<file path="src/pdqm_pkg.sv">
package pdqm_pkg;

	// default sizes
	localparam int NUM_DEST_DEF    = 16;
	localparam int QUEUE_DEPTH_DEF = 64;

	localparam logic [23:0] TOTAL_MAX     = 24'hFFFFFF;
	localparam logic [23:0] MAX_BITS_RST  = 24'd65536;

	// operation codes
	localparam logic [2:0] OP_ENQUEUE = 3'd0;
	localparam logic [2:0] OP_REQUEUE = 3'd1;
	localparam logic [2:0] OP_DEQUEUE = 3'd2;
	localparam logic [2:0] OP_PROBE   = 3'd3;
	localparam logic [2:0] OP_RX_CUR  = 3'd4;
	localparam logic [2:0] OP_RX_ADV  = 3'd5;
	localparam logic [2:0] OP_REARM   = 3'd6;

	// status codes
	localparam logic [1:0] STAT_OK    = 2'd0;
	localparam logic [1:0] STAT_OVER  = 2'd1;
	localparam logic [1:0] STAT_FULL  = 2'd2;
	localparam logic [1:0] STAT_EMPTY = 2'd3;

	// configuration register indexes
	localparam logic [1:0] CFG_MAX_BITS = 2'd0;
	localparam logic [1:0] CFG_FLUSH    = 2'd1;

	typedef struct packed {
		logic [2:0]  operation;
		logic [3:0]  dest;
		logic [15:0] packet_handle;
		logic [15:0] length_bits;
	} req_t;

	typedef struct packed {
		logic [1:0]  status;
		logic        accepted;
		logic [15:0] out_handle;
		logic [15:0] out_length;
		logic        has_queue;
		logic        has_packets;
		logic [23:0] queued_total;
		logic [3:0]  receiver;
		logic        receiver_valid;
	} rsp_t;

	typedef enum logic [1:0] {
		S_IDLE,
		S_REC,
		S_SCAN,
		S_DONE
	} state_t;

endpackage

</file>
<file path="src/pdqm_rr_scan.sv">
module pdqm_rr_scan #(
	parameter int NUM_DEST = 16,
	localparam int DW = $clog2(NUM_DEST)
) (
	input  logic                clk,
	input  logic                arst_n,
	input  logic                go,
	input  logic [DW-1:0]       start,
	input  logic [NUM_DEST-1:0] nonempty,
	output logic                done,
	output logic                found,
	output logic [DW-1:0]       idx
);
	import pdqm_pkg::*;

	logic          busy_q;
	logic [DW-1:0] idx_q;
	logic [DW-1:0] cnt_q;
	logic          hit;
	logic          last;

	// one candidate per cycle, in index order with wrap
	assign hit   = nonempty[idx_q];
	assign last  = (cnt_q == DW'(NUM_DEST - 1));
	assign done  = busy_q && (hit || last);
	assign found = busy_q && hit;
	assign idx   = idx_q;

	always_ff @(posedge clk or negedge arst_n) begin
		if (!arst_n) begin
			busy_q <= 1'b0;
			idx_q  <= '0;
			cnt_q  <= '0;
		end else if (go) begin
			busy_q <= 1'b1;
			idx_q  <= start;
			cnt_q  <= '0;
		end else if (busy_q) begin
			if (hit || last) begin
				busy_q <= 1'b0;
			end else begin
				idx_q <= (idx_q == DW'(NUM_DEST - 1)) ? '0 : idx_q + 1'b1;
				cnt_q <= cnt_q + 1'b1;
			end
		end
	end

endmodule

</file>
<file path="config.mk">
export PLATFORM = sky130hd
export DESIGN_NAME = pdqm_rr_scan
export DESIGN_NICKNAME = d
export VERILOG_FILES = /design/src/pdqm_pkg.sv /design/src/pdqm_rr_scan.sv
export SDC_FILE = /design/constraint.sdc
export NUM_CORES = 1
export LEC_CHECK = 0
export ABC_AREA = 1
export ABC_CLOCK_PERIOD_IN_PS = 1800
export BUFFER_PORTS_ARGS = -buffer_cell sky130_fd_sc_hd__buf_2
export CAP_MARGIN = 10
export CORE_ASPECT_RATIO = 0.8
export CORE_MARGIN = 10
export CORE_UTILIZATION = 48
export DETAILED_ROUTE_END_ITERATION = 7
export HOLD_SLACK_MARGIN = 0.12
export PLACE_DENSITY = 0.78
export SYNTH_ARGS = -nofsm -noshare
export SYNTH_HDL_FRONTEND = slang
export SYNTH_SLANG_ARGS = --single-unit
export TNS_END_PERCENT = 50
</file>
<file path="constraint.sdc">
create_clock -name clk -period 1.8 [get_ports clk]
set_clock_uncertainty 0.15 [all_clocks]
set_input_delay 0.36 -clock clk [delete_from_list [all_inputs] [get_ports clk]]
set_output_delay 0.36 -clock clk [all_outputs]
set_load 0.005 [all_outputs]
</file>
==> results of run 1 <==
==> worst paths after layout <==
path,to,depth (start not counted)
worst max-delay path,done,9
worst min-delay path,idx[1],5
min in group asynchronous,cnt_q[1],2
max in group asynchronous,idx[0],2
worst min register to register,cnt_q[1],2
worst max register to register,idx[0],11
==> report_power, final <==
| group | leakage (nW) | switching [mW] | total (mW) | internal [mW] |
|---|---|---|---|---|
| sequential | 0.113 | 0.120 | 0.409 | 0.289 |
| combinational | 0.518 | 0.690 | 1.29 | 0.600 |
| clock | 0.0150 | 0.0678 | 0.153 | 0.0853 |
| total | 0.646 | 0.878 | 1.85 | 0.974 |
==> layout by cell type, fill, tap and decap left out, drive strengths merged <==
master	netlist	routed
nand3	30	30
nand2	39	39
xor2	1	1
clkbuf	0	5
xnor2	1	1
a22o	1	1
o211ai	1	1
dlygate4sd3	0	1
nor2	8	8
a21oi	1	1
dfrtp	9	9
o21ai	4	4
inv	17	17
nand4	1	1
ha	2	2
buf	3	36
==> cells by family (layout without fill, tap and decap cells) <==
| family | Yosys count | after routing |
|---|---|---|
| compound gates | 7 | 7 |
| simple gates | 78 | 78 |
| fa+ha+maj | 2 | 2 |
| flops | 9 | 9 |
| xor+xnor | 2 | 2 |
| buf+inv | 20 | 59 |
==> state kept, by name (all words and copies together), names as in the netlist <==
register / flops
cnt_q: 4
idx: 4
busy_q: 1
==> metal layers <==
| layer | GRT usage | routed length [µm] | vias up |
|---|---|---|---|
| met1 | 0.1376 | 1005 | 413 |
| met2 | 0.2089 | 1245 | 28 |
| met5 | 0 | 0 | - |
| met4 | 0.02424 | 8 | 0 |
| li1 | - | - | 459 |
| met3 | 0.04618 | 162 | 2 |
==> per-stage QoR <==
step           instance area (µm²)  power (mW)  setup TNS [ps]
6_report                      1127       1.851          -619.6
5_1_grt                       1127       2.027           -1611
4_1_cts                       1031       1.617          -498.1
3_5_place_dp                 982.2       1.424         -0.5594
3_3_place_gp                 982.2       1.401               0
2_1_floorplan                787.0       1.065               0
==> cell type report <==
cell class,instances,area share
inverter,17,0.05882
timing repair buffer,38,0.2198
clock buffer,4,0.02331
tap,21,0.02331
multi-input combinational,89,0.4739
sequential,9,0.2009
==> what timing repair did <==
| action | 4_1_cts | 5_1_grt |
|---|---|---|
| hold buffers | 1 | 0 |
| pin swaps | 1 | 8 |
| setup endpoints to repair | 2 | 10 |
| resized for setup | 1 | 16 |
| gates cloned | 0 | 1 |
| buffers inserted | 1 | 3 |
| endpoints found under the hold margin | 9 | 0 |
==> cells in the mapped netlist (all sizes together) <==
| master | instances |
|---|---|
| a21oi | 1 |
| a22o | 1 |
| buf | 3 |
| dfrtp | 9 |
| ha | 2 |
| inv | 17 |
| nand2 | 39 |
| nand3 | 30 |
| nand4 | 1 |
| nor2 | 8 |
| o211ai | 1 |
| o21ai | 4 |
| xnor2 | 1 |
| xor2 | 1 |
==> critical path: stages, from the launching register on <==
cell	delay (ps)
dfrtp_2	450
clkbuf_16	170
nand2_1	80
nand3_1	100
nand3_1	160
nand3_4	110
nand3_4	70
nand2_2	40
inv_1	40
buf_2	100
==> flow_metrics.tcl, run 1 <==
set metrics [dict create \
    status "finished with violations" \
    violations "setup timing" \
    muxShareOfSynthArea 0 \
    rows 12 \
    synth_top_area_frac 0.2862 \
    ios 29 \
    synth_area_per_cell_um2 6.670 \
    grt_pass1_vias 848 \
    dp.cells 169 \
    path_clk_slew_ps 60 \
    grt_pass1_wl_um 3726 \
    crit_arrival_ps 1580 \
    core_area_mm2 0.001471 \
    syn_nets 143 \
    antenna_found_initial 0 \
    vias 902 \
    yosysWarnings 0 \
    die_x_um 65.27 \
    ant_nets 0 \
    worst_pin_slew_ps 297.1 \
    synth_top_area_cell "dfrtp_1" \
    root_buffer "clkbuf_4" \
    multi_input_area_um2 534.3 \
    setup_violations 8 \
    drc 0 \
    crit-reg2reg-launch "idx[0]" \
    period_share 1.160 \
    worst-setup-path-type "reg -> out" \
    crit_required_ps 1290 \
    via_per_inst 5.067 \
    ys_ff_latch 9 \
    synth_compound_area_frac 0.05246 \
    numCtsBuffers 3 \
    min_path_type "in -> reg" \
    hold_ws_ps 288.4 \
    drive_gt1_frac 0.3758 \
    diodes 0 \
    grt_max_degree 11 \
    r2r_setup_slack_ps -20 \
    period_minus_slack_ps 2088 \
    ys_seq_area_frac 0.2862 \
    drv_cap 0 \
    gr-total-overflow 0 \
    synth_top_family_by_area "simple AND/OR/NAND/NOR gates" \
    track_usage 0.1216 \
    final_cells 178 \
    p_per_area_mw_per_mm2 1642 \
    dr.pass1.iters 4 \
    mappedNetlistArea_um2 787.0 \
    fp.dieArea_mm2 0.003669 \
    slew_viol_final 0 \
    critPathMaxFanout 4 \
    synth-xor-area-share 0.02226 \
    seqCellArea_um2 226.5 \
    area_growth_pct 43.24 \
    postSynthCellCount 118 \
    cts_tree "yes" \
    power.leakage_nw 0.6459 \
    synth-simple-area-share 0.4992 \
    dp_hpwl_um 1779 \
    drt_iter0_markers 51 \
    layout.nets 183 \
    ys_types 21 \
    wl_um 2422 \
    gp_congestion 0.8812 \
    initial_core_util 0.5349 \
    slew_headroom 0.8017 \
    final_util 0.7662 \
    hp-start "start[1]" \
    end_kind "output pin" \
    port-buffer-count 28 \
    cts_max_path_buffers 2 \
    h-tree-depth 1 \
    clock_latency_ps 260 \
    startpoint "idx[0]" \
    numClockSinks 9 \
    hold_violations 0 \
    critPathLaunchType "flip-flop" \
    drt-wirelength-per-cell_um 13.61 \
    nFillCells 130 \
    die_h_um 56.22 \
    ir_drop_uv 992.3 \
    dp_slack_ps -0.5594 \
    synthAdderAreaFrac 0.03180 \
    synth.area.top_cells "dfrtp_1 (29%), nand2_1 (18%), nand3_1 (17%)" \
    max_freq_mhz 479.0 \
    rsz0062_at_grt "yes" \
    timing.final.ws_setup_ps -287.8 \
]
No activity file was read; power rests on OpenSTA's default activity.
==> run 2: changes to the inputs <==
--- a/config.mk
+++ b/config.mk
@@ -5,16 +5,15 @@
 export SDC_FILE = /design/constraint.sdc
 export NUM_CORES = 1
 export LEC_CHECK = 0
-export ABC_AREA = 1
 export ABC_CLOCK_PERIOD_IN_PS = 1800
 export BUFFER_PORTS_ARGS = -buffer_cell sky130_fd_sc_hd__buf_2
 export CAP_MARGIN = 10
-export CORE_ASPECT_RATIO = 0.8
 export CORE_MARGIN = 10
-export CORE_UTILIZATION = 48
+export CORE_UTILIZATION = 47
 export DETAILED_ROUTE_END_ITERATION = 7
 export HOLD_SLACK_MARGIN = 0.12
 export PLACE_DENSITY = 0.78
+export REMOVE_ABC_BUFFERS = 1
 export SYNTH_ARGS = -nofsm -noshare
 export SYNTH_HDL_FRONTEND = slang
 export SYNTH_SLANG_ARGS = --single-unit
==> flow_metrics.tcl, run 2 <==
set metrics [dict create \
    via_per_inst 5.796 \
    max_freq_mhz 411.3 \
    synth_area_per_cell_um2 9.763 \
    die_h_um 59.73 \
    antenna_found_initial 1 \
    synth_top_area_frac 0.3035 \
    cp_cell_sequence "buf_6, mux2i_1, mux4_2, nor2_4, a21oi_2, a21boi_1, buf_2" \
    dr.pass1.iters 4 \
    port-buffer-count 28 \
    grt_use_met3 0.03178 \
    cp_num_buf_inv 2 \
    track_usage 0.1538 \
    gr-total-overflow 0 \
    drt-wirelength-per-cell_um 18.69 \
    synth.area.top_cells "dfrtp_1 (30%), mux2i_1 (6.7%), nand3_1 (5.4%)" \
    core_area_mm2 0.001506 \
    synth.top_cells.by_count "dfrtp_1 (9), nand3_1 (8), mux2i_1 (5), nor2_1 (5)" \
    gr-usage-met2 0.2985 \
    cts_tree "yes" \
    worst-setup-path-type "reg -> out" \
    status "finished with violations" \
    vias 852 \
    synth_most_common_cell "dfrtp_1" \
    power.leakage_nw 0.5630 \
    nFillCells 92 \
    slew_headroom 0.7048 \
    fp.dieArea_mm2 0.003568 \
    numCtsBuffers 3 \
    power_mw 1.148 \
    ys_seq_area_frac 0.3035 \
    critPathLaunchType "flip-flop" \
    die_x_um 59.73 \
    postSynthCellCount 76 \
    drt_iter0_markers 20 \
    initial_core_util 0.4925 \
    ant_nets 0 \
    r2r_cells 10 \
    grt_pass1_vias 867 \
    crit_path_max_incr_delay_ps 520 \
    path_clk_slew_ps 70 \
    min_path_type "in -> reg" \
    dp_hpwl_um 2022 \
    root_buffer "clkbuf_4" \
    mappedNetlistArea_um2 742.0 \
    layout_common_cells "buf_2 (28), buf_4 (18), dfrtp_1 (9)" \
    end_kind "output pin" \
    grt_pass1_wl_um 4160 \
    crit_arrival_ps 1920 \
    grt-busiest-layer "met2" \
    clock_latency_ps 260 \
    dp_slack_ps -378.4 \
    ios 29 \
    rows 14 \
    p_per_area_mw_per_mm2 979.4 \
    synth_top_area_cell "dfrtp_1" \
    gp_congestion 0.8388 \
    use_met1 0.1560 \
    ir_drop_uv 546.2 \
    timing.final.ws_setup_ps -631.3 \
    crit_family "multiplexers" \
    async_flop_share 1.000 \
    hold_violations 0 \
    min_to "idx[2]" \
    crit-reg2reg-launch "idx[1]" \
    critPathMaxFanout 5 \
    finalSetupTns_ps -5499 \
    period_minus_slack_ps 2431 \
    synth_flop_cell "dfrtp_1" \
    period_share 1.351 \
    r2r_setup_slack_ps -580 \
    reg2reg_to "idx[0]" \
    crit_slowest_cell "mux4_2" \
    slew_viol_final 0 \
    drc 0 \
    drv_cap 0 \
    drive_gt1_frac 0.5692 \
    wl_um 2747 \
    h-tree-depth 1 \
    numClockSinks 9 \
    cts_max_path_buffers 2 \
    violations "setup timing" \
    hp-start "start[2]" \
    hold_ws_ps 167.9 \
    setup_violations 11 \
    final_common_cell "buf_2" \
    worstHoldPathCells 3 \
    ys_types 35 \
    crit_required_ps 1290 \
    yosysWarnings 0 \
    worst_pin_slew_ps 442.8 \
    rsz0062_at_grt "yes" \
    area_growth_pct 58.01 \
    synth_edf_count 0 \
    ys_ff_latch 9 \
    grt_max_degree 11 \
    layout.nets 156 \
]
run 2: per-layer routing:
layer	part of all wire	vias up
met2	0.55	36
met5	0	-
met4	0.022	0
met1	0.37	409
li1	-	399
met3	0.056	8
run 2: timing repair:
action / CTS / global route
hold buffers: 1 / 0
setup endpoints to repair: 11 / 11
resized for setup: 10 / 8
pin swaps: 3 / 2
buffers inserted: 1 / 2
hold endpoints to repair: 9 / 0
run 2: per-stage QoR:
step / utilization / instance area, µm² / cells
3_5_place_dp: 0.6910 / 1041 / 138
2_1_floorplan: - / 723.2 / 73
5_1_grt: 0.7782 / 1172 / 147
4_1_cts: 0.7475 / 1126 / 144
6_report: 0.7782 / 1172 / 147
3_3_place_gp: 0.6910 / 1041 / 138
run 2: final cells by class:
type,count,area (µm²),area share
Clock buffer,4,26.28,0.02241
Multi-Input combinational cell,63,541.8,0.4621
Timing Repair Buffer,53,352.8,0.3010
Tap cell,16,20.02,0.01708
Antenna cell,1,2.502,0.002134
Inverter,1,3.754,0.003202
Sequential cell,9,225.2,0.1921
run 2: cell families (layout without fill, tap and decap cells):
group	Yosys count	count (layout)	share of synthesized area
muxes	10	10	0.1585
other	0	1	0
and+or+nand+nor	30	30	0.2243
buffers and inverters	4	58	0.03034
adders and majority gates	2	2	0.03372
DFF	9	9	0.3035
AOI/OAI and AO/OA	21	21	0.2496
run 2: power by group:
group          leakage (nW)  switching [mW]  internal [mW]
clock                0.0150          0.0759         0.0857
sequential            0.113          0.0443          0.236
combinational         0.435           0.326          0.380
total                 0.563           0.446          0.702
run 2: worst min-delay path: stages:
cell and delay (ps):
buf_2 80, nand2_1 40, o21ai_1 60
run 2: worst max path at each step:
stage          slack (ps)  cells after the start   start  endpoint
3_3_place_gp         -310                      7  idx[1]      done
4_1_cts              -620                      7  idx[1]      done
3_5_place_dp         -380                      7  idx[1]      done
5_1_grt              -720                      7  idx[1]      done
2_1_floorplan        -420                      5  idx[1]  cnt_q[2]
6_report             -630                      7  idx[1]      done
==> run 3: changes to the inputs <==
--- a/config.mk
+++ b/config.mk
@@ -11,7 +11,9 @@
 export CORE_MARGIN = 10
 export CORE_UTILIZATION = 47
 export DETAILED_ROUTE_END_ITERATION = 7
+export GPL_ROUTABILITY_DRIVEN = 0
 export HOLD_SLACK_MARGIN = 0.12
+export MAX_ROUTING_LAYER = met4
 export PLACE_DENSITY = 0.78
 export REMOVE_ABC_BUFFERS = 1
 export SYNTH_ARGS = -nofsm -noshare
==> flow_metrics.tcl, run 3 (synthesis results as in run 2) <==
set metrics [dict create \
    port-buffer-count 28 \
    die_x_um 59.73 \
    ios 29 \
    p_int_mw 0.7024 \
    crit_arrival_ps 1920 \
    antenna_found_initial 1 \
    finalSetupTns_ps -5507 \
    dp.cells 138 \
    layout.nets 156 \
    dpl_cell_area_mm2 0.001041 \
    pwr-share-clk 0.144 \
    worstHoldPathCells 3 \
    crit_required_ps 1290 \
    slew_viol_final 0 \
    p_sw_frac 0.3912 \
    dp_hpwl_um 2022 \
    status "finished with violations" \
    critPathMaxFanout 5 \
    power.leakage_nw 0.5630 \
    setup_violations 11 \
    cts_max_path_buffers 2 \
    timing.final.ws_setup_ps -632.8 \
    ant_nets 0 \
    final_common_cell "buf_2" \
    track_usage 0.1576 \
    period_minus_slack_ps 2433 \
    path_clk_slew_ps 70 \
    p_sw_mw 0.4514 \
    grt_pass1_wl_um 4153 \
    numClockSinks 9 \
    core_area_mm2 0.001506 \
    drc 0 \
    worst_pin_slew_ps 445.2 \
    die_h_um 59.73 \
    area_growth_pct 58.01 \
    fp.dieArea_mm2 0.003568 \
    min_to "idx[2]" \
    drt_iter0_markers 28 \
    period_share 1.352 \
    nFillCells 92 \
    r2r_setup_slack_ps -580 \
    hp-start "start[2]" \
    hold_violations 0 \
    rows 14 \
    via_per_inst 5.694 \
    cts_tree "yes" \
    violations "setup timing" \
    seqCellArea_um2 225.2 \
    numCtsBuffers 3 \
    critPathLaunchType "flip-flop" \
    startpoint "idx[1]" \
    drt-wirelength-per-cell_um 18.62 \
    p_comb_frac 0.613 \
    r2r_cells 8 \
    drv_cap 0 \
    final_cells 147 \
    initial_core_util 0.4925 \
    end_kind "output pin" \
    grt_pass1_vias 870 \
    gr-total-overflow 0 \
    p_per_area_mw_per_mm2 984.2 \
    p_seq_frac 0.243 \
    vias 837 \
    drive_gt1_frac 0.5692 \
    finalInstanceArea_mm2 0.001172 \
    crit-reg2reg-launch "idx[1]" \
    root_buffer "clkbuf_4" \
    final_util 0.7782 \
    grt_max_degree 11 \
    worst-setup-path-type "reg -> out" \
    dr.pass1.iters 4 \
    clock_latency_ps 270 \
    ir_drop_uv 555.4 \
    min_path_type "in -> reg" \
    max_freq_mhz 411.1 \
    wl_um 2737 \
    h-tree-depth 1 \
    multi_input_area_um2 541.8 \
    rsz0062_at_grt "yes" \
    reg2reg_to "cnt_q[2]" \
    layout_common_cells "buf_2 (28), buf_4 (18), dfrtp_1 (9)" \
    slew_headroom 0.7032 \
]
-- run 3: cell counts in the layout (fill, tap and decap cells not counted) --
Identical to the previous run, type by type.
-- run 3: metal layers --
| metal | part of all wire | GRT usage | up-vias |
|---|---|---|---|
| met1 | 0.39 | 0.1548 | 404 |
| met5 | 0 | - | - |
| met4 | 0.028 | 0.04808 | 0 |
| met2 | 0.54 | 0.3000 | 27 |
| li1 | - | - | 397 |
| met3 | 0.036 | 0.02966 | 9 |
-- run 3: worst max path at each step --
| stage | endpoint | slack, ps |
|---|---|---|
| after detailed placement | done | -380 |
| after floorplan | cnt_q[2] | -420 |
| after global placement | done | -310 |
| after global routing | done | -720 |
| after CTS | done | -620 |
| final | done | -630 |
-- run 3: critical path, stage by stage, from the launching register on --
cell and delay [ps]:
dfrtp_1 430, buf_6 150, mux2i_1 130, mux4_2 520, nor2_4 110, a21oi_2 50
a21boi_1 140, buf_2 130
-- run 3: repair_timing --
action | 4_1_cts | 5_1_grt
setup buffers | 1 | 2
endpoints found under the hold margin | 9 | 0
pin swaps | 3 | 2
hold buffers | 1 | 0
gates resized for setup | 10 | 8
endpoints found under the setup margin | 11 | 11
-- run 3: per-stage QoR --
step / worst slack [ps] / hold slack (ps) / total power, mW
2_1_floorplan: -421.9 / -85.59 / 0.5774
3_3_place_gp: -307.0 / 72.71 / 0.8309
3_5_place_dp: -378.4 / 77.62 / 0.8598
4_1_cts: -617.6 / 167.0 / 1.085
5_1_grt: -721.6 / 175.5 / 1.218
6_report: -632.8 / 165.5 / 1.154
-- run 3: power groups by stage --
stage	clock network (mW)	logic, mW	registers (mW)
2_1_floorplan	0	0.272	0.306
3_3_place_gp	0	0.558	0.273
3_5_place_dp	0	0.582	0.277
4_1_cts	0.162	0.645	0.278
5_1_grt	0.170	0.762	0.286
6_report	0.166	0.707	0.280
-- run 3: area by class of cell --
type | instances | share of cell area
multi-input combinational | 63 | 0.4621
timing repair buffer | 53 | 0.3010
sequential | 9 | 0.1921
clock buffer | 4 | 0.02241
tap | 16 | 0.01708
inverter | 1 | 0.003202
antenna | 1 | 0.002134
